===== src/rtl/ndrm_pkg.sv =====
`timescale 1ns / 1ps
`default_nettype none

package ndrm_pkg;

    localparam int STORE_DEPTH  = 4096;
    localparam int VALUE_WIDTH  = 32;
    localparam int MAX_DIMS     = 4;
    localparam int INDEX_FIELDS = 4;
    localparam int USED_DIMS    = (MAX_DIMS < INDEX_FIELDS) ? MAX_DIMS : INDEX_FIELDS;

    localparam int ADDR_W     = $clog2(STORE_DEPTH);
    localparam int INDEX_W    = 12;
    localparam int SIZE_W     = 13;
    localparam int COUNT_W    = 3;
    localparam int CFG_IDX_W  = 3;
    localparam int CFG_DATA_W = 13;
    localparam int DIM_IDX_W  = $clog2(INDEX_FIELDS);

    // register indexes
    localparam logic [CFG_IDX_W-1:0] REG_DIM_COUNT = 3'd0;
    localparam logic [CFG_IDX_W-1:0] REG_SIZE_DIM0 = 3'd1;
    localparam logic [CFG_IDX_W-1:0] REG_SIZE_DIM1 = 3'd2;
    localparam logic [CFG_IDX_W-1:0] REG_SIZE_DIM2 = 3'd3;
    localparam logic [CFG_IDX_W-1:0] REG_SIZE_DIM3 = 3'd4;

    localparam logic CMD_READ  = 1'b0;
    localparam logic CMD_WRITE = 1'b1;

    // effective shape: dims already clamped to 1..USED_DIMS
    typedef struct packed {
        logic [COUNT_W-1:0]                   dims;
        logic [INDEX_FIELDS-1:0][SIZE_W-1:0]  size;
    } cfg_t;

    typedef struct packed {
        logic              fail;
        logic [ADDR_W-1:0] addr;
    } addr_res_t;

endpackage

`default_nettype wire


===== src/rtl/ndrm_cfg_regs.sv =====
`timescale 1ns / 1ps
`default_nettype none

module ndrm_cfg_regs (
    input  wire                                  aclk,
    input  wire                                  aresetn,
    input  wire                                  cfg_wr_en,
    input  wire  [ndrm_pkg::CFG_IDX_W-1:0]       cfg_index,
    input  wire  [ndrm_pkg::CFG_DATA_W-1:0]      cfg_data,
    output ndrm_pkg::cfg_t                       cfg
);

    logic [ndrm_pkg::COUNT_W-1:0] dim_count_reg;
    logic [ndrm_pkg::INDEX_FIELDS-1:0][ndrm_pkg::SIZE_W-1:0] size_reg;

    always_ff @(posedge aclk) begin
        if (!aresetn) begin
            dim_count_reg <= ndrm_pkg::COUNT_W'(1);
            for (int i = 0; i < ndrm_pkg::INDEX_FIELDS; i++) begin
                size_reg[i] <= ndrm_pkg::SIZE_W'(1);
            end
        end else if (cfg_wr_en) begin
            unique case (cfg_index)
                ndrm_pkg::REG_DIM_COUNT: dim_count_reg <= cfg_data[ndrm_pkg::COUNT_W-1:0];
                ndrm_pkg::REG_SIZE_DIM0: size_reg[0] <= cfg_data[ndrm_pkg::SIZE_W-1:0];
                ndrm_pkg::REG_SIZE_DIM1: size_reg[1] <= cfg_data[ndrm_pkg::SIZE_W-1:0];
                ndrm_pkg::REG_SIZE_DIM2: size_reg[2] <= cfg_data[ndrm_pkg::SIZE_W-1:0];
                ndrm_pkg::REG_SIZE_DIM3: size_reg[3] <= cfg_data[ndrm_pkg::SIZE_W-1:0];
                default: ;
            endcase
        end
    end

    always_comb begin
        cfg.size = size_reg;
        if (dim_count_reg == '0) begin
            cfg.dims = ndrm_pkg::COUNT_W'(1);
        end else if (dim_count_reg > ndrm_pkg::COUNT_W'(ndrm_pkg::USED_DIMS)) begin
            cfg.dims = ndrm_pkg::COUNT_W'(ndrm_pkg::USED_DIMS);
        end else begin
            cfg.dims = dim_count_reg;
        end
    end

endmodule

`default_nettype wire


===== config.mk =====
export PLATFORM = sky130hd
export DESIGN_NAME = ndrm_cfg_regs
export DESIGN_NICKNAME = d
export VERILOG_FILES = /design/src/rtl/ndrm_pkg.sv /design/src/rtl/ndrm_cfg_regs.sv
export SDC_FILE = /design/constraint.sdc
export NUM_CORES = 1
export LEC_CHECK = 0
export BUFFER_PORTS_ARGS = -buffer_cell sky130_fd_sc_hd__buf_2
export CORE_ASPECT_RATIO = 1.75
export CORE_UTILIZATION = 52
export CTS_CLUSTER_SIZE = 30
export DETAILED_ROUTE_END_ITERATION = 10
export HOLD_SLACK_MARGIN = 0.02
export PLACE_DENSITY = 0.83
export SLEW_MARGIN = 10
export SYNTH_ARGS = -nofsm -noshare
export SYNTH_HDL_FRONTEND = slang
export SYNTH_SLANG_ARGS = --single-unit

===== constraint.sdc =====
create_clock -name aclk -period 1.9 [get_ports aclk]
set_input_delay 0 -clock aclk [delete_from_list [all_inputs] [get_ports aclk]]
set_output_delay 0 -clock aclk [all_outputs]
set_load 0.1 [all_outputs]

# Word-level counts from Yosys, hierarchy flattened
# Index checks and enable logic that the tools add are counted.
[classes]
magnitude_cmp = 1
eq_ne = 4
mux = 2
reduce_logical = 7
[ops]
columns = ["cell", "n"]
rows = [
  ["AND reduction 2 bit", 5],
  ["== test 3 x 2 -> 1 bit, second input constant", 2],
  ["zero test 3 bit", 2],
  ["two-way mux 3 bit", 2],
  ["== test 3 x 1 -> 1 bit, second input constant", 1],
  ["== test 3 bit, second input constant", 1],
  ["greater-than comparator 3 bit, second input constant", 1],
]
[totals]
register_bits = 55
wordCells = 19

# Longest topological paths before layout
# Gate-level depths: netlist of the first run.
[logic_depth]
word_depth = 3
mapped_depth = 5
ltp_nobuf = 2

# Least setup slack after synthesis of the first run
# OpenSTA, ideal clock, no wires.
[synth_timing]
path_kind = "register to output"
startpoint = "register dim_count_reg[0] in the netlist's numbering"
endpoint = "output port cfg[52] in the netlist's numbering"
arrival_time_ns = 1.793
setup_slack_ns = 0.107
stages_incl_launch_ff = 3
n_path_buf = 0
path_cell_list = "dfxtp_1 inv_1 a21oi_1"
[synth_rtl]
columns = ["item", "line_no", "rtl"]
rows = [
  ["start: declaration", "ndrm_cfg_regs.sv:13", "logic [ndrm_pkg::COUNT_W-1:0] dim_count_reg;"],
  ["start signal: assignment", "ndrm_cfg_regs.sv:18", "dim_count_reg <= ndrm_pkg::COUNT_W'(1);"],
  ["start signal: assignment", "ndrm_cfg_regs.sv:24", "ndrm_pkg::REG_DIM_COUNT: dim_count_reg <= cfg_data[ndrm_pkg::COUNT_W-1:0];"],
  ["end: declaration", "ndrm_cfg_regs.sv:10", "output ndrm_pkg::cfg_t cfg"],
]

==> results of run 1 <==
[worst max-delay path by stage]
stage,from,end,slack (ns),cells past startpoint
floorplan,dim_count_reg[0],cfg[52],0.11,2
global placement,aresetn,cfg[0],0.84,4
detailed placement,aresetn,cfg[12],0.80,4
CTS,dim_count_reg[0],cfg[52],0.63,3
global route,dim_count_reg[0],cfg[52],0.58,3
finish,dim_count_reg[0],cfg[52],0.65,3
[cells in the final DEF, fill, tap and decap left out, types with 3 or more instances in the layout]
master	count
buf_2	73
nand2_1	62
mux2i_1	55
dfxtp_1	55
nor2b_1	7
clkbuf_8	5
dlygate4sd3_1	5
buf_4	4
nand4bb_1	3
[worst min-delay path, cell delays in order]
cell and delay [ns]:
buf_2 0.07, nand2_1 0.09, mux2i_1 0.13
[kinds of logic after synthesis]
group,synth area share (%)
simple gates,16.1
buf+inv,4.56
mux,26.4
flops,52.8
compound gates,0.240
[layer usage]
layer | up-vias | GRT usage (%) | wire, um
met5 | - | 0 | 0
met4 | 0 | 10.4 | 85
met3 | 5 | 4.79 | 152
met2 | 47 | 39.6 | 2380
met1 | 751 | 24.7 | 1830
li1 | 806 | - | -
[metrics by stage]
| step | instances | hold slack, ns | cell area [um2] |
|---|---|---|---|
| floorplan | 203 | 0.200 | 2090 |
| global placement | 312 | 0.320 | 2470 |
| detailed placement | 312 | 0.329 | 2470 |
| CTS | 324 | 0.0220 | 2620 |
| global route | 324 | 0.0379 | 2620 |
| finish | 324 | 0.0234 | 2620 |
[synthesized netlist by cell type, drive strengths merged]
master and count:
buf 11, nand4bb 3, nor4b 1, clkbuf 6, inv 1, and4b 1, dfxtp 55, a21oi 1
nor2b 7, mux2i 55, nand2 62
[power breakdown]
part / switching (uW) / total [uW] / internal, uW
logic: 266 / 342 / 75.4
clock network: 343 / 729 / 386
registers: 14.0 / 1190 / 1180
[layout make-up]
type,instances,area (um2)
fillers,312,1240
flip-flops and latches,55,1100
multi-input cells,130,891
repair buffers,83,465
clock buffers,6,72.6
well taps,48,60.1
clock inverters,1,30.0
inverters,1,3.75
==> run_results.csv, run 1 <==
group,metric,value,unit
floorplan,core_area,3870,um2
cts,clkSinkCount,55,
timing,finalHoldViolations,0,
worst_setup_path,cpPeakStageDelay,0.44,ns
cts,htreeDepth,2,
detailed_routing,wirelength,4440,um
global_routing,grt_pass1_vias,1536,
cts,numCtsBuffers,5,
global_routing,grt_use_total,22.3,%
cts,cts_tree,"done",
detailed_routing,vias,1609,
place,pre_cts_ws,0.800,ns
layout,num_antenna_cells,0,
cts,root_buffer,"clkbuf_8",
global_routing,antenna_found_initial,0,
detailed_routing,drtIter0Drc,27,
worst_setup_path,worstPathMaxFanout,2,
detailed_routing,drc_errors,0,
worst_setup_path,worst-path-buf-inv,2,
timing,fmax,0.801,GHz
floorplan,die_area,4280,um2
floorplan,rows,30,
timing,slew_viol_final,0,
hold_path,min_path_type,"in2reg",
layout,largest_reg_flops,52,
run_status,outcome,"completed",
worst_setup_path,crit_family,"buffers and inverters",
pwr,p_per_area,862,nW/um2
timing,tightest_slew,0.544,ns
hold_path,holdPathEnd,"cfg[17]",
detailed_routing,via_per_inst,4.97,
timing,rsz0062_at_grt,"no",
floorplan,die_h,85.8,um
synthesis,synth_area_leader_cell,"dfxtp_1",
synthesis,syn_area_per_cell,10.3,um2
synthesis,yosys-top-cells-area,"dfxtp_1 (53%), mux2i_1 (26%), nand2_1 (11%)",
synthesis,yosysSeqAreaShare,52.8,%
layout,drive_above_1_share,30.8,%
worst_setup_path,arrival,1.25,ns
place,io_buffers,73,
cts,cts.hold.buffers_added,5,
synthesis,synth_seq_cells,55,
worst_setup_path,worst_r2r_startpoint,"cfg[6]",
synthesis,synth_nets,222,
worst_setup_path,worstPathCellList,"inv_1 > a21oi_1 > buf_2",
timing,finClkSkew,0,ns
cts,clock_path_buffers,2,
pwr,p_leak,0.00141,uW
detailed_routing,first_pass_iters,3,
floorplan,boundaryPins,74,
synthesis,synth_top_area_share,52.8,%
timing,fin_crit_sh,65.7,%
worst_setup_path,r2r-end,"cfg[6]",
timing,fin_setup_tns,0,ns
run,cap_viol_max_count,0,
worst_setup_path,end_kind,"primary output",
worst_setup_path,r2r_cells,2,
worst_setup_path,required,1.90,ns
cts,clk_pin_slew_worst_paths,0.09,ns
global_routing,grt_pass1_wl,7180,um
floorplan,die_w,49.9,um
synthesis,synthCells,203,
hold_path,hold_path_depth,3,
pwr,power,2260,uW
place,dp_hpwl,3180,um
place,place_congestion,0.742,
floorplan,start_util,54.0,%
timing,setup_ws,0.651,ns
timing,setup_viol,0,
global_routing,grt_max_degree,39,
layout,area_growth,25.7,%
timing,relSlewSlack,63.7,%
global_routing,gr-total-overflow,0,
cts,post_cts_resized,0,
worst_setup_path,rrSetupSlack,1.26,ns
worst_setup_path,crit_type,"reg2out",
synthesis,yosysWarnings,0,
worst_setup_path,critPathSlowestCell,"buf_2",
timing,period_needed,1.25,ns
synthesis,syn_area,2090,um2
layout,final_nets,295,
worst_setup_path,startpoint_type,"flip-flop",
detailed_routing,ant_nets,0,
hold_path,hp-start,"cfg_data[4]",
detailed_routing,wl_per_cell,13.7,um
synthesis,synth.distinct_cells,13,
layout,fin_util,67.9,%
cts,post-cts-setup-buffer-count,0,
pwr,peakVddDrop,750,uV
cts,clkLatencyLatePin,0.29,ns
Power figures use the tool's default switching activity.
==> inputs of run 2 (changes only) <==
- CORE_UTILIZATION: 52 -> 44
- PLACE_DENSITY: 0.83 -> 0.75
- clock period: 1.9 -> 1.1 ns (I/O delays scaled with it)
==> run_results.csv, run 2 (synthesis results as in run 1) <==
group,metric,value,unit
worst_setup_path,r2r_cells,2,
detailed_routing,drtIter0Drc,15,
layout,area.sequential,1170,um2
worst_setup_path,worst-path-buf-inv,1,
floorplan,die_h,93.1,um
layout,multi_input_area,897,um2
worst_setup_path,end_kind,"primary output",
timing,fmax,0.932,GHz
global_routing,grt_pass1_wl,7020,um
timing,rsz0062_at_grt,"no",
layout,final_common_cell,"nand2_1",
pwr,p_leak,0.00145,uW
cts,numCtsBuffers,5,
place,io_buffers,73,
place,place_congestion,0.754,
cts,clkSinkCount,55,
cts,htreeDepth,2,
layout,fin_cells,332,
worst_setup_path,worstPathCellList,"buf_2",
pwr,peakVddDrop,983,uV
floorplan,rows,32,
timing,setup_viol,0,
worst_setup_path,crit_type,"reg2out",
detailed_routing,drc_errors,0,
global_routing,antenna_found_initial,0,
layout,num_antenna_cells,0,
timing,period_needed,1.07,ns
layout,largest_reg_flops,52,
place,place_area,2610,um2
detailed_routing,first_pass_iters,4,
timing,finClkSkew,0,ns
timing,tightest_slew,0.540,ns
detailed_routing,wl_per_cell,13.7,um
detailed_routing,wirelength,4550,um
layout,drive_above_1_share,50.5,%
global_routing,grt_use_total,19.4,%
hold_path,min_path_type,"in2reg",
worst_setup_path,startpoint_type,"flip-flop",
cts,cts_tree,"done",
run_status,outcome,"completed",
run,cap_viol_max_count,0,
layout,area_growth,34.2,%
detailed_routing,via_per_inst,4.96,
layout,design_area,2800,um2
cts,clock_path_buffers,2,
global_routing,grt_max_degree,39,
timing,slew_viol_final,0,
detailed_routing,ant_nets,0,
pwr,p_per_area,1340,nW/um2
place,dp.cells,316,
layout,mostFrequentLayoutCells,"nand2_1 (62), buf_2 (60), mux2i_1 (55), dfxtp_2 (54), clkbuf_4 (10)",
worst_setup_path,crit_family,"buffers and inverters",
floorplan,core_area,4480,um2
worst_setup_path,cpPeakStageDelay,0.42,ns
cts,post-cts-setup-buffer-count,0,
detailed_routing,vias,1648,
timing,relSlewSlack,63.9,%
layout,final_nets,299,
floorplan,boundaryPins,74,
worst_setup_path,worstSetupPathDepth,1,
global_routing,gr-total-overflow,0,
timing,fin_crit_sh,97.6,%
layout,fill_cells,406,
worst_setup_path,critPathSlowestCell,"buf_2",
global_routing,grt_pass1_vias,1615,
worst_setup_path,required,1.10,ns
floorplan,die_area,5030,um2
floorplan,die_w,54.1,um
place,dp_hpwl,3190,um
cts,clkLatencyLatePin,0.31,ns
pwr,power,3760,uW
worst_setup_path,arrival,1.07,ns
floorplan,start_util,46.5,%
timing,finalHoldViolations,0,
worst_setup_path,worstPathMaxFanout,2,
cts,clk_pin_slew_worst_paths,0.09,ns
cts,root_buffer,"clkbuf_8",
hold_path,hold_path_depth,3,
==> run 2: where the power goes <==
part	internal [uW]	switching [uW]
Sequential	2040	23.3
Combinational	154	464
Clock	449	631
==> run 2: tightest hold or removal path, stage by stage <==
cell and delay [ns]:
buf_2 0.10, nand2_1 0.13, mux2i_1 0.08
==> run 2: metrics by stage <==
step	setup WS, ns	TNS (ns)	hold WS, ns	util [%]
2_1_floorplan	-0.146	-0.226	0.196	-
3_3_place_gp	0.191	0	0.320	58.2
3_5_place_dp	0.0718	0	0.335	58.2
4_1_cts	0.000375	0	0.0298	61.8
5_1_grt	0.000655	0	0.0364	62.4
6_report	0.0268	0	0.0283	62.4
==> run 2: worst paths after layout <==
path	slack, ns	endpoint	start
setup reg to reg	0.37	dim_count_reg[2]	dim_count_reg[2]
hold reg to reg	0.46	cfg[12]	cfg[12]
hold / removal	0.03	cfg[17]	cfg_data[4]
setup / recovery	0.03	cfg[50]	cfg[50]
==> run 2: area by class of cell <==
| cell class | count | area share [%] |
|---|---|---|
| multi-input cells | 130 | 32.0 |
| clock inverters | 1 | 0.179 |
| inverters | 1 | 0.134 |
| flip-flops and latches | 55 | 41.7 |
| clock buffers | 7 | 2.73 |
| well taps | 51 | 2.28 |
| repair buffers | 87 | 20.9 |
==> run 2: per-layer routing <==
layer | vias up | global-route usage [%] | wire [um]
met5 | - | 0 | 0
met4 | 0 | 10.5 | 94
met3 | 7 | 3.90 | 195
met2 | 48 | 34.3 | 2400
met1 | 775 | 20.3 | 1870
li1 | 818 | - | -
==> run 2: repair_timing <==
item,CTS,global route
hold endpoints to repair,24,0
resized for setup,0,12
endpoints found under the setup margin,0,12
hold buffers,8,0
