==> src/rtl/ndrm_pkg.sv <==
`timescale 1ns / 1ps
`default_nettype none

package ndrm_pkg;

    localparam int STORE_DEPTH  = 4096;
    localparam int VALUE_WIDTH  = 32;
    localparam int MAX_DIMS     = 4;
    localparam int INDEX_FIELDS = 4;
    localparam int USED_DIMS    = (MAX_DIMS < INDEX_FIELDS) ? MAX_DIMS : INDEX_FIELDS;

    localparam int ADDR_W     = $clog2(STORE_DEPTH);
    localparam int INDEX_W    = 12;
    localparam int SIZE_W     = 13;
    localparam int COUNT_W    = 3;
    localparam int CFG_IDX_W  = 3;
    localparam int CFG_DATA_W = 13;
    localparam int DIM_IDX_W  = $clog2(INDEX_FIELDS);

    // register indexes
    localparam logic [CFG_IDX_W-1:0] REG_DIM_COUNT = 3'd0;
    localparam logic [CFG_IDX_W-1:0] REG_SIZE_DIM0 = 3'd1;
    localparam logic [CFG_IDX_W-1:0] REG_SIZE_DIM1 = 3'd2;
    localparam logic [CFG_IDX_W-1:0] REG_SIZE_DIM2 = 3'd3;
    localparam logic [CFG_IDX_W-1:0] REG_SIZE_DIM3 = 3'd4;

    localparam logic CMD_READ  = 1'b0;
    localparam logic CMD_WRITE = 1'b1;

    // effective shape: dims already clamped to 1..USED_DIMS
    typedef struct packed {
        logic [COUNT_W-1:0]                   dims;
        logic [INDEX_FIELDS-1:0][SIZE_W-1:0]  size;
    } cfg_t;

    typedef struct packed {
        logic              fail;
        logic [ADDR_W-1:0] addr;
    } addr_res_t;

endpackage

`default_nettype wire

==> src/rtl/ndrm_addr_unit.sv <==
`timescale 1ns / 1ps
`default_nettype none

// One multiply-accumulate per dimension: addr = addr * size[d] + index[d].
// Once the partial address reaches the store depth it can only grow, so the
// accumulator stays narrow and a sticky flag records the overflow.
module ndrm_addr_unit (
    input  wire                                                   aclk,
    input  wire                                                   aresetn,
    input  wire                                                   start,
    input  wire  [ndrm_pkg::INDEX_FIELDS-1:0][ndrm_pkg::INDEX_W-1:0] index,
    input  ndrm_pkg::cfg_t                                        cfg,
    output logic                                                  done,
    output ndrm_pkg::addr_res_t                                   res
);

    localparam int PROD_W = ndrm_pkg::ADDR_W + ndrm_pkg::SIZE_W;
    localparam int SUM_W  = PROD_W + 1;

    logic                              busy_reg;
    logic                              done_reg;
    logic [ndrm_pkg::DIM_IDX_W-1:0]    d_reg;
    logic [ndrm_pkg::ADDR_W-1:0]       acc_reg;
    logic                              bad_reg;
    logic                              big_reg;

    logic [ndrm_pkg::INDEX_W-1:0]      idx_cur;
    logic [ndrm_pkg::SIZE_W-1:0]       sz_cur;
    logic [PROD_W-1:0]                 prod;
    logic [SUM_W-1:0]                  sum;
    logic                              idx_bad;
    logic                              sum_big;
    logic                              last;

    assign idx_cur = index[d_reg];
    assign sz_cur  = cfg.size[d_reg];
    assign prod    = {{ndrm_pkg::SIZE_W{1'b0}}, acc_reg} * {{ndrm_pkg::ADDR_W{1'b0}}, sz_cur};
    assign sum     = {1'b0, prod} + {{(SUM_W - ndrm_pkg::INDEX_W){1'b0}}, idx_cur};
    assign idx_bad = {1'b0, idx_cur} >= sz_cur;
    assign sum_big = sum >= SUM_W'(ndrm_pkg::STORE_DEPTH);
    assign last    = ndrm_pkg::COUNT_W'(d_reg) == (cfg.dims - ndrm_pkg::COUNT_W'(1));

    always_ff @(posedge aclk) begin
        if (!aresetn) begin
            busy_reg <= 1'b0;
            done_reg <= 1'b0;
            d_reg    <= '0;
            acc_reg  <= '0;
            bad_reg  <= 1'b0;
            big_reg  <= 1'b0;
        end else begin
            done_reg <= 1'b0;
            if (start) begin
                busy_reg <= 1'b1;
                d_reg    <= '0;
                acc_reg  <= '0;
                bad_reg  <= 1'b0;
                big_reg  <= 1'b0;
            end else if (busy_reg) begin
                acc_reg <= sum[ndrm_pkg::ADDR_W-1:0];
                bad_reg <= bad_reg | idx_bad;
                big_reg <= big_reg | sum_big;
                d_reg   <= d_reg + ndrm_pkg::DIM_IDX_W'(1);
                if (last) begin
                    busy_reg <= 1'b0;
                    done_reg <= 1'b1;
                end
            end
        end
    end

    assign done     = done_reg;
    assign res.fail = bad_reg | big_reg;
    assign res.addr = acc_reg;

endmodule

`default_nettype wire

==> config.mk <==
export PLATFORM = sky130hd
export DESIGN_NAME = ndrm_addr_unit
export DESIGN_NICKNAME = d
export VERILOG_FILES = /design/src/rtl/ndrm_pkg.sv /design/src/rtl/ndrm_addr_unit.sv
export SDC_FILE = /design/constraint.sdc
export NUM_CORES = 1
export LEC_CHECK = 0
export BUFFER_PORTS_ARGS = -buffer_cell sky130_fd_sc_hd__buf_2
export CORE_MARGIN = 3
export CORE_UTILIZATION = 58
export DETAILED_ROUTE_END_ITERATION = 8
export PLACE_DENSITY = 0.82
export SLEW_MARGIN = 20
export SYNTH_ARGS = -nofsm -noshare
export SYNTH_HDL_FRONTEND = slang
export SYNTH_SLANG_ARGS = --single-unit
==> constraint.sdc <==
create_clock -name aclk -period 20.7 [get_ports aclk]
set_clock_uncertainty 0.15 [all_clocks]
set_input_delay 0 -clock aclk [delete_from_list [all_inputs] [get_ports aclk]]
set_output_delay 0 -clock aclk [all_outputs]
set_load 0.03 [all_outputs]
== Word level (Yosys, flattened, before mapping) ==
Index checks and enable logic that the tools add are counted.
Word-level totals
  register bits: 18
  bits of input ports: 106
  output and inout bits: 14
  word-level logic and storage cells: 29
Cells by class
  add/subtract/negate cells: 3
  $mul: 1
  $lt $le $gt $ge: 3
  equality and inequality tests: 1
  mux-type cells: 8
  bitwise operators: 5
  reduce and logical (&&, ||, !) cells: 2
Operators by type and width (count)
  25-bit by 12-bit adder with 26-bit output: 1
  13-bit binary-select mux with 2-bit select: 1
  26-bit by 13-bit greater-or-equal comparator with 1-bit output, second input constant: 1
  12-bit by 13-bit multiplier with 25-bit output: 1
  12-bit binary-select mux with 2-bit select: 1
  12-bit by 13-bit greater-or-equal comparator with 1-bit output: 1
  13-bit two-way mux: 1
  12-bit two-way mux: 1
  1-bit two-way mux: 4
  2-bit by 3-bit equality test with 1-bit output: 1
  2-bit by 3-bit less-than comparator with 1-bit output, second input constant: 1
  1-bit bitwise OR: 3
  3-bit OR reduction: 1
  3-bit by 1-bit subtractor with 3-bit output, second input constant: 1
  2-bit by 1-bit adder with 2-bit output, second input constant: 1
  1-bit NOT: 2
  2-bit OR reduction: 1

== Depth between registers and ports, before layout ==
Gate-level depths: netlist of the first run.
  word-level depth: 6
  mapped depth: 24
  mapped depth without buffers: 21

== Worst setup path after synthesis of the first run ==
No wires, ideal clock.
  path kind: flip-flop to flip-flop
  start: reg d_reg[0] (netlist bit)
  end: reg big_reg
  library setup time: 130 ps
  data arrival time: 6585 ps
  data required time: 20420 ps
  setup slack: 13834 ps
  stages on the path, launching flop included: 22
  buffers on the path: 3
  period minus slack after synthesis: 6866 ps
  cell sequence: dfxtp_1 > buf_2 > buf_2 > mux4_2 > clkbuf_1 > and2_1 > fa_1 > fa_1 > fa_1 > fa_1 > inv_1 > fa_1 > inv_1 > ha_1 > and3_2 > nor3b_2 > a2111oi_4 > o21ai_1 > o31a_1 > or4_4 > nor4_2 > a311oi_1
On the way
  longest elaborated chain between the ends: 6
  elaborated cells between the ends (all ways): 8
  those cells by class: add/sub (1); mul (1); order compare (1); mux (4); bitwise (1)
Ends and longest elaborated chain
  from (decl): RTL line ndrm_addr_unit.sv:22  | logic [ndrm_pkg::DIM_IDX_W-1:0] d_reg;
  from (signal assigned): RTL line ndrm_addr_unit.sv:63  | d_reg <= d_reg + ndrm_pkg::DIM_IDX_W'(1);
  13-bit binary-select mux with 2-bit select: RTL line ndrm_addr_unit.sv:36  | assign sz_cur = cfg.size[d_reg];
  13-bit two-way mux (implied by the code): RTL line ndrm_addr_unit.sv:36
  12-bit by 13-bit multiplier with 25-bit output: RTL line ndrm_addr_unit.sv:37  | assign prod = {{ndrm_pkg::SIZE_W{1'b0}}, acc_reg} * {{ndrm_pkg::ADDR_W{1'b0}}, sz_cur};
  25-bit by 12-bit adder with 26-bit output (*): RTL line ndrm_addr_unit.sv:38  | assign sum = {1'b0, prod} + {{(SUM_W - ndrm_pkg::INDEX_W){1'b0}}, idx_cur};
  26-bit by 13-bit greater-or-equal comparator with 1-bit output (*): RTL line ndrm_addr_unit.sv:40  | assign sum_big = sum >= SUM_W'(ndrm_pkg::STORE_DEPTH);
  1-bit bitwise OR (*): RTL line ndrm_addr_unit.sv:62  | big_reg <= big_reg | sum_big;
  to (signal assigned): RTL line ndrm_addr_unit.sv:62
  to (decl): RTL line ndrm_addr_unit.sv:25  | logic big_reg;
Mark *: on every way between the ends. The rest lies on a longest branch, timed or not. The select of a mux whose other input is x is not followed.
A chain may end at the register's enable or synchronous reset.

== Final worst setup path of the first run ==
Same ends and word-level chain as after synthesis.

==> results of run 1 <==
-- worst max-delay path by stage --
stage | start | to | slack, ps | depth (start not counted)
final | d_reg[0] | big_reg | 13480 | 18
after global routing | d_reg[0] | big_reg | 12950 | 20
after CTS | d_reg[0] | big_reg | 13430 | 20
after detailed placement | d_reg[0] | big_reg | 13440 | 20
after global placement | d_reg[0] | big_reg | 13500 | 18
after floorplan | d_reg[0] | big_reg | 13830 | 21
-- kinds of logic (layout without fill, tap and decap cells) --
| kind of cell | count (synthesis) | count (layout) | synth area share [%] |
|---|---|---|---|
| compound gates | 84 | 84 | 8.15 |
| flops | 18 | 18 | 4.93 |
| mux | 36 | 36 | 9.21 |
| buf+inv | 219 | 307 | 11.5 |
| fa+ha+maj | 209 | 209 | 48.3 |
| simple gates | 225 | 225 | 15.4 |
| xor+xnor | 21 | 21 | 2.52 |
-- cells in the final DEF (no fill, tap or decap), types with 8 or more instances in the layout --
master	Yosys	routed
xor2_1	8	8
inv_1	180	180
a21o_1	11	11
and2_1	71	71
nand2_1	92	92
a21oi_1	20	20
mux4_2	25	25
mux2i_1	11	11
xnor2_1	13	13
buf_2	3	119
fa_1	122	122
nor2_1	27	27
nor3_1	8	8
o21ai_0	12	12
ha_1	87	87
dfxtp_1	18	16
-- layout make-up --
| type | instances | area [um^2] |
|---|---|---|
| sequential | 18 | 363 |
| timing repair buffer | 123 | 636 |
| fill | 999 | 4080 |
| clock buffer | 4 | 88.8 |
| inverter | 180 | 676 |
| multi-input combinational | 575 | 6110 |
| tap | 168 | 210 |
-- metal layers --
| metal | vias up | GRT usage, % | routed length, um |
|---|---|---|---|
| li1 | 2737 | - | - |
| met2 | 256 | 47.4 | 9160 |
| met3 | 52 | 4.50 | 1280 |
| met4 | 0 | 10.6 | 759 |
| met5 | - | 0 | 0 |
| met1 | 3026 | 32.3 | 6670 |
-- critical path: stages (launching register included) --
cell	delay [ps]
dfxtp_2	910
mux4_2	750
and2_1	230
fa_1	500
fa_1	520
fa_1	530
fa_1	560
inv_1	60
fa_1	520
inv_1	40
ha_1	360
and3_2	210
nor3b_2	170
a2111oi_4	430
o21ai_1	120
o31a_1	110
or4_4	530
nor4_2	220
a311oi_1	110
-- power breakdown --
part | leakage, nW | switching [mW] | internal, mW
combinational | 4.10 | 0.150 | 0.111
sequential | 0.147 | 0.0122 | 0.0370
clock | 0.0442 | 0.0179 | 0.0296
total | 4.29 | 0.180 | 0.177
-- through the flow --
step	hold slack, ps	instance area, um^2	instances	worst slack (ps)	utilization, %
3_3_place_gp	84.0	7950	1060	13500	65.4
5_1_grt	253	8080	1068	12950	66.5
6_report	213	8080	1068	13480	66.5
3_5_place_dp	82.3	7950	1060	13440	65.4
2_1_floorplan	-21.8	7310	812	13830	-
4_1_cts	210	8080	1068	13430	66.5
-- what timing repair did --
action	CTS	global route
resized for setup	0	0
hold buffers	4	0
hold endpoints to repair	2	0
setup buffers	0	0
==> results.yml, run 1 <==
floorplanning:
  core_um2: 12200
  die_area_um2: 14000
  dieHeight_um: 118
  io_pins: 120
  die_x_um: 118
  initial_core_util_pct: 60.1
  fp-row-count: 40
clock_network:
  cts_sinks: 18
  clk_pin_slew_worst_paths_ps: 70
  clk_latency_ps: 260
  cts_buffer_depth: 2
  cts_made_buffers: 3
  root_buffer: "clkbuf_16"
  htree_num_levels: 1
  cts_tree: "built"
final_layout:
  nets: 1216
  area_growth_pct: 10.6
  drive_above_1_share_pct: 18.0
  largest_reg_flops: 12
  antenna_cells: 0
synth:
  synth_most_common_cell: "inv_1"
  synthArstFlopShare_pct: 0
  synth.distinct_cells: 55
  synth.area.top_cells: "fa_1 (33%), ha_1 (15%), inv_1 (9.2%)"
  yosys_most_used_dff: "dfxtp_1"
  synth_area_um2: 7310
  synthCells: 812
  synth-seq-cells: 18
  yosysSeqAreaShare_pct: 4.93
  synth_top_area_cell: "fa_1"
  synth_nets: 1127
  synthTopCellsByCount: "inv_1 (180), fa_1 (122), nand2_1 (92)"
  avgSynthCellArea_um2: 9.00
  synth_edf_count: 0
  synth_top_cell_area_share_pct: 33.4
  ys.warnings.count: 0
min_path:
  hp-start: "index[24]"
  min_to: "acc_reg[0]"
  hold_depth: 5
  hp-class: "in2reg"
setup_path:
  reg2reg_depth: 18
  r2r_start: "d_reg[0]"
  reg2reg_slack_ps: 13480
  r2r_end: "big_reg"
  critPathArrivalTime_ps: 7170
  required_ps: 20650
  cp_max_fo: 28
  start_kind: "register"
  end_kind: "register"
  critPathKind: "reg2reg"
drt:
  wl_um: 17900
  initialDrtViolationCount: 382
  drtAntennaViolNets: 0
  wl_per_cell_um: 16.7
  viasPerCell: 5.68
  dr_total_vias: 6071
  drtPass1Iterations: 7
  route.detailed.drc: 0
timing:
  finalCriticalPeriod_ps: 7220
  relSlewSlack_pct: 28.9
  tightest_slew_ps: 1070
  finalSetupViolCount: 0
  fmax_ghz: 0.139
  final_hold_viol_count: 0
  finalCritPeriodShare_pct: 34.9
  setup_tns_ps: 0
  rsz0062_at_grt: "false"
  maxSlewViolCount: 0
power_and_ir_drop:
  cellPowerDensity_nw_per_um2: 44.2
  power_mw: 0.357
  leakagePower_nw: 4.29
  ir_drop_uv: 38.9
place:
  place.port_buffers: 119
  gp_congestion: 0.909
  place_hpwl_um: 14600
global_route:
  grt_start_max_net_pins: 29
  first_global_vias: 6509
  grt_use_total_pct: 26.7
  antenna_found_initial: 0
  grt_overflow: 0
  grt_pass1_wl_um: 30500
outcome:
  status: "finished clean"
job:
  cap_violations: 0
Power figures use the tool's default switching activity.
==> run 2: changes to the inputs <==
Settings changed: CORE_UTILIZATION 58 to 54, PLACE_DENSITY 0.82 to 0.8.
Clock period 20.7 ns to 6.2 ns, I/O delays scaled along.
==> run 2 against run 1 <==
The flow now finishes with violations (setup timing); via count grew 6.2%; global-route usage grew 3.4 points; register-to-register slack lost 14000 ps; critical path depth grew 5; non-clock buffer count grew 83; sequential cell count is the same; cell area grew 10%; clock power grew to 3.3 times the previous value; largest power group unchanged.
==> results.yml, run 2 (synthesized netlist as in run 1, its figures left out) <==
outcome:
  failed_checks: "setup timing"
  status: "complete, but fails checks"
global_route:
  grt_pass1_wl_um: 35200
  grt_overflow: 0
  grt_use_total_pct: 30.1
  grt_start_max_net_pins: 19
  antenna_found_initial: 1
  first_global_vias: 6924
setup_path:
  cp_max_fo: 6
  r2r_start: "d_reg[0]"
  end_kind: "register"
  critPathArrivalTime_ps: 6390
  critPathKind: "reg2reg"
  reg2reg_depth: 23
  path_cells: "buf_12 > mux4_2 > and2_4 > fa_1 > inv_1 > fa_1 > inv_1 > fa_1 > fa_1 > inv_1 > fa_1 > inv_1 > ha_4 > a21oi_4 > o211ai_4 > buf_4 > buf_4 > a21oi_1 > xor2_1 > o21ai_0 > or4_4 > nor4_2 > a311oi_1"
  max_stage_delay_ps: 580
  crit_top_cell: "fa_1"
  reg2reg_slack_ps: -240
  worst_path_max_delay_cell: "fa_1"
  start_kind: "register"
  required_ps: 6150
  r2r_end: "big_reg"
final_layout:
  antenna_cells: 0
  layout_commonest_cell: "inv_1"
  nets: 1299
  drive_above_1_share_pct: 26.3
  largest_reg_flops: 12
  seq_area_um2: 365
  area_growth_pct: 21.7
  multi_input_area_um2: 6240
  layout_common_cells: "inv_1 (180), fa_1 (122), buf_2 (119)"
  final_cells: 1155
  final_area_um2: 8890
  fillers: 978
drt:
  route.detailed.drc: 0
  drtAntennaViolNets: 0
  initialDrtViolationCount: 530
  wl_per_cell_um: 18.4
  viasPerCell: 5.58
  dr_total_vias: 6447
  drtPass1Iterations: 5
  wl_um: 21200
timing:
  rsz0062_at_grt: "true"
  tightest_slew_ps: 982
  finalSetupViolCount: 1
  finalCriticalPeriod_ps: 6440
  maxSlewViolCount: 0
  final_hold_viol_count: 0
  setup_slack_ps: -240
  fmax_ghz: 0.155
  relSlewSlack_pct: 34.6
  finalCritPeriodShare_pct: 104
floorplanning:
  core_um2: 12900
  die_x_um: 122
  io_pins: 120
  dieHeight_um: 122
  initial_core_util_pct: 56.5
  die_area_um2: 15000
  fp-row-count: 41
min_path:
  hp-class: "in2reg"
  hp-start: "index[24]"
  min_to: "acc_reg[0]"
  hold_depth: 5
place:
  place_hpwl_um: 17800
  placed_cells: 1137
  placed_area_um2: 8630
  place.port_buffers: 119
  gp_congestion: 0.921
clock_network:
  cts_made_buffers: 3
  htree_num_levels: 1
  clk_latency_ps: 260
  cts_buffer_depth: 2
  cts_tree: "built"
  cts_sinks: 18
  root_buffer: "clkbuf_16"
  clk_pin_slew_worst_paths_ps: 70
power_and_ir_drop:
  ir_drop_uv: 122
  cellPowerDensity_nw_per_um2: 161
  leakagePower_nw: 4.73
job:
  cap_violations: 0
==> run 2: final cells by class <==
type	count	area share, %
clock buffer	4	0.999
sequential	18	4.11
multi-input combinational	575	70.2
tap	172	2.42
inverter	180	7.60
timing repair buffer	206	14.6
==> run 2: worst max path at each step <==
stage	start	end	slack [ps]	cells past startpoint
6_report	d_reg[0]	big_reg	-240	23
3_3_place_gp	d_reg[0]	big_reg	-140	18
3_5_place_dp	d_reg[0]	big_reg	-220	18
2_1_floorplan	d_reg[0]	big_reg	1	23
4_1_cts	d_reg[0]	big_reg	-130	18
5_1_grt	d_reg[0]	big_reg	-480	21
==> run 2: repair_timing <==
item / CTS / global route
endpoints found under the setup margin: 1 / 1
gates resized for setup: 6 / 7
endpoints found under the hold margin: 2 / 0
cloned: 0 / 0
buffers inserted: 5 / 5
hold buffers: 4 / 0
pin swaps: 4 / 8
==> run 2: stage by stage <==
step / setup TNS (ps) / hold slack [ps] / setup WS [ps] / utilization [%] / power, mW
floorplan: 0 / -21.8 / 1.07 / - / 0.875
global placement: -137 / 80.1 / -137 / 66.7 / 1.18
detailed placement: -217 / 89.7 / -217 / 66.7 / 1.22
CTS: -134 / 206 / -134 / 68.2 / 1.40
global route: -480 / 274 / -480 / 68.8 / 1.57
finish: -240 / 201 / -240 / 68.8 / 1.43
==> run 2: worst max-delay path: cells and delay by family, from the launching register on <==
kind                     cells  cell delay (ps)
adder cells (fa/ha/maj)      6             2850
AND/OR/NAND/NOR              3              860
buffers and inverters        7              660
AO/OA/AOI/OAI                5              650
multiplexers                 1              570
flip-flops                   1              380
XOR/XNOR                     1              160
==> run 2: layer usage <==
metal  GRT usage, %  vias up  share of wire (%)
li1               -     2906                  -
met1           40.1     3152                 39
met2           49.6      321                 47
met3           7.56       66                 11
met4           7.63        2                2.9
met5              0        -              0.061
==> run 2: report_power, final <==
group,internal [mW],switching (mW)
registers,0.123,0.0239
clock network,0.0989,0.0594
logic,0.527,0.602
total,0.749,0.685
==> run 3: changes to the inputs <==
Settings changed: CORE_ASPECT_RATIO from default to 0.5.
==> run 3 against run 2 <==
The flow still finishes with violations (setup timing); clock-buffer cell count did not move; via count fell by 0.26%; hold slack improved by 3.6 ps; critical path type unchanged; highest routed layer is now met4.
==> results.yml, run 3 (synthesized netlist as in run 1, its figures left out) <==
global_route:
  grt_start_max_net_pins: 19
  grt_pass1_wl_um: 34000
  antenna_found_initial: 0
  grt_use_met2_pct: 52.1
  grt_use_total_pct: 28.5
  grt.met3_usage_pct: 3.57
  first_global_vias: 7185
  grt.busiest_layer: "met2"
  grt_overflow: 0
  grt_util_met1_pct: 35.4
drt:
  dr_total_vias: 6430
  wl_um: 20200
  drtPass1Iterations: 5
  initialDrtViolationCount: 470
  viasPerCell: 5.63
  wl_per_cell_um: 17.7
  route.detailed.drc: 0
  drtAntennaViolNets: 0
outcome:
  failed_checks: "setup timing"
  status: "complete, but fails checks"
timing:
  maxSlewViolCount: 0
  finalCriticalPeriod_ps: 6460
  final_hold_viol_count: 0
  rsz0062_at_grt: "true"
  finalSetupViolCount: 1
  relSlewSlack_pct: 22.5
  finalCritPeriodShare_pct: 104
  setup_slack_ps: -265
  tightest_slew_ps: 1160
  fmax_ghz: 0.155
power_and_ir_drop:
  clockPowerShare_pct: 11.3
  power_mw: 1.41
  power_frac_seq_pct: 10.8
  leakagePower_nw: 4.67
  cellPowerDensity_nw_per_um2: 160
  ir_drop_uv: 131
  p_sw_mw: 0.671
  internal-power_mw: 0.744
  sw_frac_of_total_pct: 47.4
  power_frac_comb_pct: 77.9
clock_network:
  root_buffer: "clkbuf_16"
  cts_sinks: 18
  cts_tree: "built"
  clk_latency_ps: 270
  cts_buffer_depth: 2
  clk_pin_slew_worst_paths_ps: 70
  cts_made_buffers: 3
  htree_num_levels: 1
floorplanning:
  core_um2: 13000
  fp-row-count: 29
  die_x_um: 171
  die_area_um2: 15100
  dieHeight_um: 88.3
  initial_core_util_pct: 56.4
  io_pins: 120
final_layout:
  largest_reg_flops: 12
  layout_commonest_cell: "inv_1"
  drive_above_1_share_pct: 25.4
  nets: 1288
  multi_input_area_um2: 6250
  antenna_cells: 0
  area_growth_pct: 20.8
  utilization_pct: 68.2
  final_cells: 1142
  layout_common_cells: "inv_1 (180), fa_1 (122), buf_2 (119)"
  fillers: 983
  seq_area_um2: 364
place:
  place.port_buffers: 119
  placed_cells: 1124
  place_hpwl_um: 16800
  gp_congestion: 0.946
setup_path:
  critPathKind: "reg2reg"
  critPathArrivalTime_ps: 6420
  reg2reg_slack_ps: -260
  required_ps: 6150
  cp_max_fo: 6
  r2r_start: "d_reg[0]"
  reg2reg_depth: 19
  end_kind: "register"
  start_kind: "register"
  r2r_end: "big_reg"
min_path:
  min_to: "acc_reg[0]"
  hold_depth: 5
  hp-class: "in2reg"
  hp-start: "index[0]"
job:
  cap_violations: 0
## run 3: changes by cell type in the layout (fill, tap and decap cells not counted), sizes merged
cell and change:
buf -12, clkbuf +1
## run 3: area by class of cell
| cell class | instances | area share, % |
|---|---|---|
| multi-input combinational | 575 | 70.8 |
| tap | 170 | 2.41 |
| timing repair buffer | 195 | 14.0 |
| inverter | 180 | 7.65 |
| sequential | 18 | 4.12 |
| clock buffer | 4 | 1.01 |
## run 3: repair_timing
| action | 4_1_cts | 5_1_grt |
|---|---|---|
| pin swaps | 9 | 3 |
| buffers inserted | 6 | 3 |
| cloned | 0 | 1 |
| hold buffers | 4 | 0 |
| resized for setup | 5 | 9 |
| endpoints found under the setup margin | 1 | 1 |
| hold endpoints to repair | 2 | 0 |
## run 3: how the worst max path moves through the flow
stage / start / endpoint / slack (ps) / cells past startpoint
2_1_floorplan: d_reg[0] / big_reg / 1 / 23
3_3_place_gp: d_reg[0] / big_reg / -90 / 21
3_5_place_dp: d_reg[0] / big_reg / -240 / 24
4_1_cts: d_reg[0] / big_reg / -180 / 21
5_1_grt: d_reg[0] / big_reg / -470 / 21
6_report: d_reg[0] / big_reg / -260 / 19
## run 3: worst max-delay path: stages (launching register included)
cell	delay (ps)
dfxtp_4	380
buf_12	130
mux4_2	550
buf_6	150
buf_4	160
and2_1	180
fa_1	540
fa_1	440
fa_1	470
fa_1	530
fa_1	460
ha_4	280
a21o_1	180
a31o_1	260
a2111oi_4	420
o21ai_1	100
o31a_1	110
or4_4	550
nor4_4	130
a311oi_1	110
## run 3: power groups by stage
stage	clock [mW]	sequential (mW)	combinational, mW
after floorplan	0	0.144	0.731
after global placement	0	0.153	1.01
after detailed placement	0	0.154	1.05
after CTS	0.158	0.152	1.07
final	0.160	0.153	1.10
after global routing	0.163	0.154	1.23
## run 3: routing by layer
metal,part of all wire [%],vias to the layer above
met5,0,-
met4,2.8,0
met3,8.1,53
met2,49,283
met1,40,3212
li1,-,2882
## run 3: per-stage QoR
step	worst slack, ps	area, um^2	TNS (ps)	hold slack, ps
2_1_floorplan	1.07	7450	0	-21.8
3_3_place_gp	-93.6	8540	-93.6	90.7
3_5_place_dp	-237	8540	-237	117
4_1_cts	-181	8740	-181	193
5_1_grt	-474	8830	-474	232
6_report	-265	8830	-265	204
